===== src/sv/kdm_pkg.sv =====
// ----------------------------------------------------------------------------
// kdm_pkg
// shared types and codes of the keyword dictionary matcher
// ----------------------------------------------------------------------------
package kdm_pkg;
	localparam logic [1:0] KIND_LOAD  = 2'd0;
	localparam logic [1:0] KIND_SCAN  = 2'd1;
	localparam logic [1:0] KIND_READ  = 2'd2;
	localparam logic [1:0] KIND_CLEAR = 2'd3;

	localparam logic RES_SCAN = 1'b0;
	localparam logic RES_READ = 1'b1;

	// control handed from the top level into each cell
	typedef struct packed {
		logic scan;
		logic load;
		logic clr;
		logic first;
		logic last;
	} kdm_ctl_t;

	// ascii upper to lower case
	function automatic logic [7:0] fold(input logic [7:0] c);
		logic [7:0] r;
		r = c;
		if (c >= 8'h41 && c <= 8'h5a) r = c + 8'd32;
		return r;
	endfunction
endpackage


===== src/sv/kdm_cell.sv =====
// ----------------------------------------------------------------------------
// kdm_cell
// one keyword slot: stores the folded keyword, matches it against the window
// ----------------------------------------------------------------------------
module kdm_cell #(
	parameter int KEY_LEN = 32
) (
	input  logic clk,
	input  logic arst_n,
	input  kdm_pkg::kdm_ctl_t ctl,
	input  logic sel,
	input  logic [$clog2(KEY_LEN+1)-1:0] pos,
	input  logic [7:0] data_byte,
	input  logic [3:0] group_in,
	input  logic [KEY_LEN*8-1:0] window,
	input  logic [23:0] have,
	output logic [3:0] group_out,
	output logic [$clog2(KEY_LEN+1)-1:0] len_out,
	output logic hit
);
	import kdm_pkg::*;
	localparam int LW = $clog2(KEY_LEN+1);

	logic [7:0] key_q [KEY_LEN];
	logic [LW-1:0] len_q;
	logic [3:0] group_q;
	logic [LW-1:0] newlen;

	// byte store, kept folded; bytes shift in with the newest at index 0
	always_ff @(posedge clk) begin
		if (ctl.load && sel) begin
			if (pos < LW'(KEY_LEN)) begin
				key_q[0] <= fold(data_byte);
				for (int i = 1; i < KEY_LEN; i++) key_q[i] <= key_q[i-1];
			end
			group_q <= group_in;
		end
	end

	always_comb begin
		newlen = (pos < LW'(KEY_LEN)) ? pos + 1'b1 : pos;
	end

	// length: zero while loading, set on the last byte
	always_ff @(posedge clk or negedge arst_n) begin
		if (!arst_n) begin
			len_q <= '0;
		end else if (ctl.load && sel) begin
			if (ctl.last) len_q <= (newlen >= LW'(2)) ? newlen : '0;
			else if (ctl.first) len_q <= '0;
		end
	end

	// window[0] newest; key_q[i] holds keyword byte len-1-i and meets window[i]
	always_comb begin
		logic ok;
		ok = (len_q >= LW'(2)) && (24'(len_q) <= have);
		for (int i = 0; i < KEY_LEN; i++)
			if (LW'(i) < len_q && key_q[i] != window[i*8 +: 8])
				ok = 1'b0;
		hit = ok;
	end

	assign group_out = group_q;
	assign len_out = len_q;
endmodule


===== config.mk =====
export PLATFORM = sky130hd
export DESIGN_NAME = kdm_cell
export DESIGN_NICKNAME = d
export VERILOG_FILES = /design/src/sv/kdm_pkg.sv /design/src/sv/kdm_cell.sv
export SDC_FILE = /design/constraint.sdc
export NUM_CORES = 1
export LEC_CHECK = 0
export BUFFER_PORTS_ARGS = -buffer_cell sky130_fd_sc_hd__buf_2
export CAP_MARGIN = 20
export CORE_UTILIZATION = 53
export DETAILED_ROUTE_END_ITERATION = 6
export PLACE_DENSITY_LB_ADDON = 0.3
export SLEW_MARGIN = 40
export SYNTH_ARGS = -nofsm -noshare
export SYNTH_HDL_FRONTEND = slang
export SYNTH_SLANG_ARGS = --single-unit

===== constraint.sdc =====
create_clock -name clk -period 3.1 [get_ports clk]
set_input_delay 0.62 -clock clk [delete_from_list [all_inputs] [get_ports clk]]
set_output_delay 0.62 -clock clk [all_outputs]
set_load 0.01 [all_outputs]

Yosys cells after proc, flatten, opt, wreduce, memory -nomap -nowiden. Memories as Yosys holds them, arrays and structs flattened. Cells that the tools add are included.

RAM bits: 256. Flip-flop bits (word level): 10. Output and inout bits: 11. Memory bits (read-only): 0. Bits of input ports: 306. Memories: 1. Latch bits: 0.

Multipliers: 0. Reductions and logical operators: 37. $add $sub $neg: 2. Mux-type cells: 42. Equality and inequality tests: 32. Magnitude comparators: 38. Bitwise logic cells: 0. Divide/modulo/power cells: 0. Shifts and indexed selects: 0.

Memory list: key_q (words 32, bits a word 8, rd ports 32, clocked after memory_dff 0, wr ports 32, line kdm_cell.sv:24) `logic [7:0] key_q [KEY_LEN];`.

Operators with widths (count): $ne 8x8->1 (32); $lt 5x6->1 const A (16); $lt 4x6->1 const A (8); $logic_and 1x1->1 (35); $mux 1 (35); $le 6x24->1 (1); $lt 3x6->1 const A (4); $mux 6 (4); $mux 8 (3); $ge 6x2->1 const B (2); $lt 1x6->1 const A (2); $lt 2x6->1 const A (2); $add 8x6->8 const B (1); $ge 8x7->1 const B (1); $le 8x7->1 const B (1); $add 6x1->6 const B (1); $lt 6x6->1 const B (1); $reduce_and 2->1 (1); $reduce_bool 2->1 (1).

Longest topological paths before layout.
Depth in word-level cells: 34. Depth in mapped cells: 10.

Worst setup path before layout. OpenSTA, ideal clock, no wires.

Path type: input to register. From: input port ctl[3] in the netlist's numbering. To: memory key_q[0][0] (enable). Data required time: 2.196 ns. Stages on the path: 2. Path slack: -9.891 ns. Arrival time: 12.087 ns. Buffers on the path: 0. Path through: and2_1 -> nor2b_1.

RTL lines: from (decl) (line kdm_cell.sv:10) `input kdm_pkg::kdm_ctl_t ctl,`; to (decl) (line kdm_cell.sv:24).

==> flow_metrics.py <==
metrics = {
    "synth": {
        "synth_seq_cells": 266,
        "ys_seq_area_share_pct": 68.2,
        "synth_cell_types": 52,
        "synth_edf_count": 260,
        "yosysWarnings": 0,
        "synth_area_um2": 11700,
        "async_flop_share_pct": 2.26,
        "synth_cells": 762,
        "synthFlopType": "edfxtp_1",
        "syn-num-nets": 1076,
        "avgSynthCellArea_um2": 15.3,
    },
    "sta": {
        "drv_slew": 0,
        "grt_setup_unrepaired": "yes",
        "worst_hold_slack_ps": 256,
        "hold_viol_final": 0,
        "relSlewSlack_pct": 64.9,
        "finalClockSkew_ps": 17.0,
        "fin_tns_setup_ps": -413,
        "fmax_mhz": 285,
        "worstMarginPinSlew_ps": 522,
        "setup-violations-final": 1,
        "setup_ws_ps": -413,
        "post-route-min-period_ps": 3510,
        "period_share_pct": 113,
    },
    "global_route": {
        "grt_pass1_wl_um": 40900,
        "grt.busiest_layer": "met2",
        "grtUsageMet1_pct": 30.8,
        "track_usage_pct": 24.8,
        "met2_usage_pct": 43.8,
        "grt-ovfl-total": 0,
        "grt_pass1_vias": 7607,
        "use_met3_pct": 5.09,
        "grt_max_degree": 93,
        "antenna_found_initial": 2,
    },
    "power": {
        "worst_ir_drop_vdd_v": 0.000394,
        "power_frac_seq_pct": 50.2,
        "p_sw_mw": 1.82,
        "p_int_mw": 6.38,
        "p_comb_share_pct": 10.4,
        "leakagePower_nw": 5.56,
        "clock_power_share_pct": 39.4,
        "power_density_nw_per_um2": 553,
        "swShare_pct": 22.2,
    },
    "finish": {
        "drive_gt1_share_pct": 35.4,
        "final_cell_mix": "buf_2, edfxtp_1, xnor2_1, xor2_1, nor4_1",
        "final_common_cell": "buf_2",
        "fin_nets": 1448,
        "multi_input_area_um2": 3710,
        "regArea_um2": 7960,
        "syn_to_final_growth_pct": 27.0,
        "n_fill_cell": 1491,
        "final_util_pct": 69.6,
    },
    "setup_path": {
        "crit_type": "register to output port",
        "endpoint": "hit",
        "rr_startpoint": "len_out[0]",
        "setup.worst_path.end_class": "output port",
        "critPathRequiredTime_ps": 2480,
        "crit_path_max_fanout": 2,
        "arrival_ps": 2890,
        "crit_start": "key_q[1][106]",
        "ff2ff_setup_slack_ps": 2050,
        "rr_worst_depth": 3,
        "reg2reg_to": "len_out[0]",
        "start_kind": "register",
    },
    "cts": {
        "cts_tree": "yes",
        "clk_pin_slew_ps": 60,
        "numCtsBuffers": 27,
        "cts-root-buf": "clkbuf_16",
        "cts_buffer_depth": 3,
        "cts.sinks": 266,
        "h-tree-depth": 1,
        "clkLatencyLatePin_ps": 530,
    },
    "die": {
        "design.core.area_um2": 21300,
        "die_area_um2": 22600,
        "row_count": 53,
        "fp.dieH_um": 150,
        "initial_core_util_pct": 54.8,
        "die_x_um": 150,
        "io_pins": 317,
    },
    "worst_hold_path": {
        "hp-class": "input port to register",
    },
    "placement": {
        "post-place-ws_ps": -487,
        "routabilityCongestion": 0.834,
        "dp_hpwl_um": 21600,
        "portBuffers": 314,
    },
    "drt": {
        "drtPass1Iterations": 4,
        "vias": 7602,
        "routedWlPerCell_um": 19.6,
        "drc": 0,
        "ant_nets": 0,
        "drtIter0Drc": 473,
        "drt_wl_total_um": 28000,
        "vias_per_cell": 5.32,
    },
    "run": {
        "max_cap_violations": 0,
    },
    "outcome": {
        "outcome": "complete, but fails checks",
        "violations": "negative setup slack",
    },
}
[state kept, by name, indices dropped and copies added (netlist names)]
register   flops
key_q        256
len_out        6
group_out      4
[through the flow]
stage               power, mW  cell area, um2  cells
finish                   8.20           14800   1429
global route             8.48           14800   1429
global placement         5.00           13800   1378
detailed placement       5.02           13800   1378
floorplan                4.58           11700    762
CTS                      8.25           14800   1427
[cell families (layout without fill, tap and decap cells)]
family | Yosys count | count (layout) | synth area share (%)
and+or+nand+nor | 150 | 150 | 7.20
muxes | 2 | 2 | 0.172
xor gates and xnor gates | 261 | 261 | 19.6
buffers and inverters | 18 | 408 | 0.601
adders and majority gates | 8 | 8 | 0.858
other | 0 | 2 | 0
AOI/OAI and AO/OA | 57 | 57 | 3.36
DFF | 266 | 266 | 68.2
[cell usage after synthesis, types with 2 or more instances]
cell type	number	area [um2]
ha_1	8	100
a21oi_1	10	50.1
nor3_1	7	35.0
mux2i_1	2	20.0
a31oi_1	2	12.5
nand2_1	28	105
o31ai_1	4	30.0
edfxtp_1	260	7810
o22ai_1	3	18.8
clkbuf_1	7	26.3
nor2_1	15	56.3
buf_2	2	10.0
nor4_1	41	257
a32oi_1	2	17.5
dfrtp_1	6	150
or4_1	2	15.0
nand3_1	9	45.0
xnor2_1	135	1180
nand4_1	33	206
nor2b_1	3	18.8
o2111ai_1	2	17.5
o21ai_1	2	10.0
xor2_1	126	1100
nand2b_1	3	18.8
o21ai_0	13	65.1
o211ai_1	2	15.0
nor4_2	2	25.0
inv_1	9	33.8
[final cells by class]
cell class | instances | area share [%]
diodes | 2 | 0.0338
clock buffers | 29 | 4.61
clock inverters | 18 | 1.33
inverters | 9 | 0.228
multi-input cells | 478 | 25.0
flip-flops and latches | 266 | 53.7
well taps | 275 | 2.32
repair buffers | 352 | 12.7
[layer usage]
metal	wire length (um)	vias up
li1	-	3597
met1	10600	3626
met3	2420	33
met5	0	-
met4	551	0
met2	14400	346
[what timing repair did]
action,in CTS,in global routing
pin swaps,10,0
hold endpoints to repair,6,0
gates resized for setup,11,2
setup endpoints to repair,1,1
hold buffers,1,0
buffers inserted,1,0
[critical path, stage by stage, from the launching register on]
cell and delay [ps]:
edfxtp_1 420, xnor2_1 160, nand4_1 240, nor4_4 400, buf_4 160, o311ai_1 90
or4_1 520, nor4_2 190, buf_2 200
[power by group through the flow]
stage / Combinational (mW) / Sequential [mW] / Clock (mW)
after floorplan: 0.401 / 4.18 / 0
after global placement: 0.813 / 4.19 / 0
after detailed placement: 0.829 / 4.20 / 0
after CTS: 0.854 / 4.11 / 3.28
after global routing: 0.933 / 4.12 / 3.42
final: 0.853 / 4.11 / 3.23
[worst min-delay path by stage]
stage / from / end / slack [ps] / cells past startpoint
final: group_in[3] / group_out[3] / 260 / 1
after global routing: group_in[3] / group_out[3] / 230 / 1
after detailed placement: arst_n / len_out[3] / 450 / 1
after floorplan: arst_n / len_out[0] / 320 / 0
after CTS: group_in[0] / group_out[0] / 240 / 1
after global placement: arst_n / len_out[3] / 440 / 1
(Power assumes the default switching activity.)
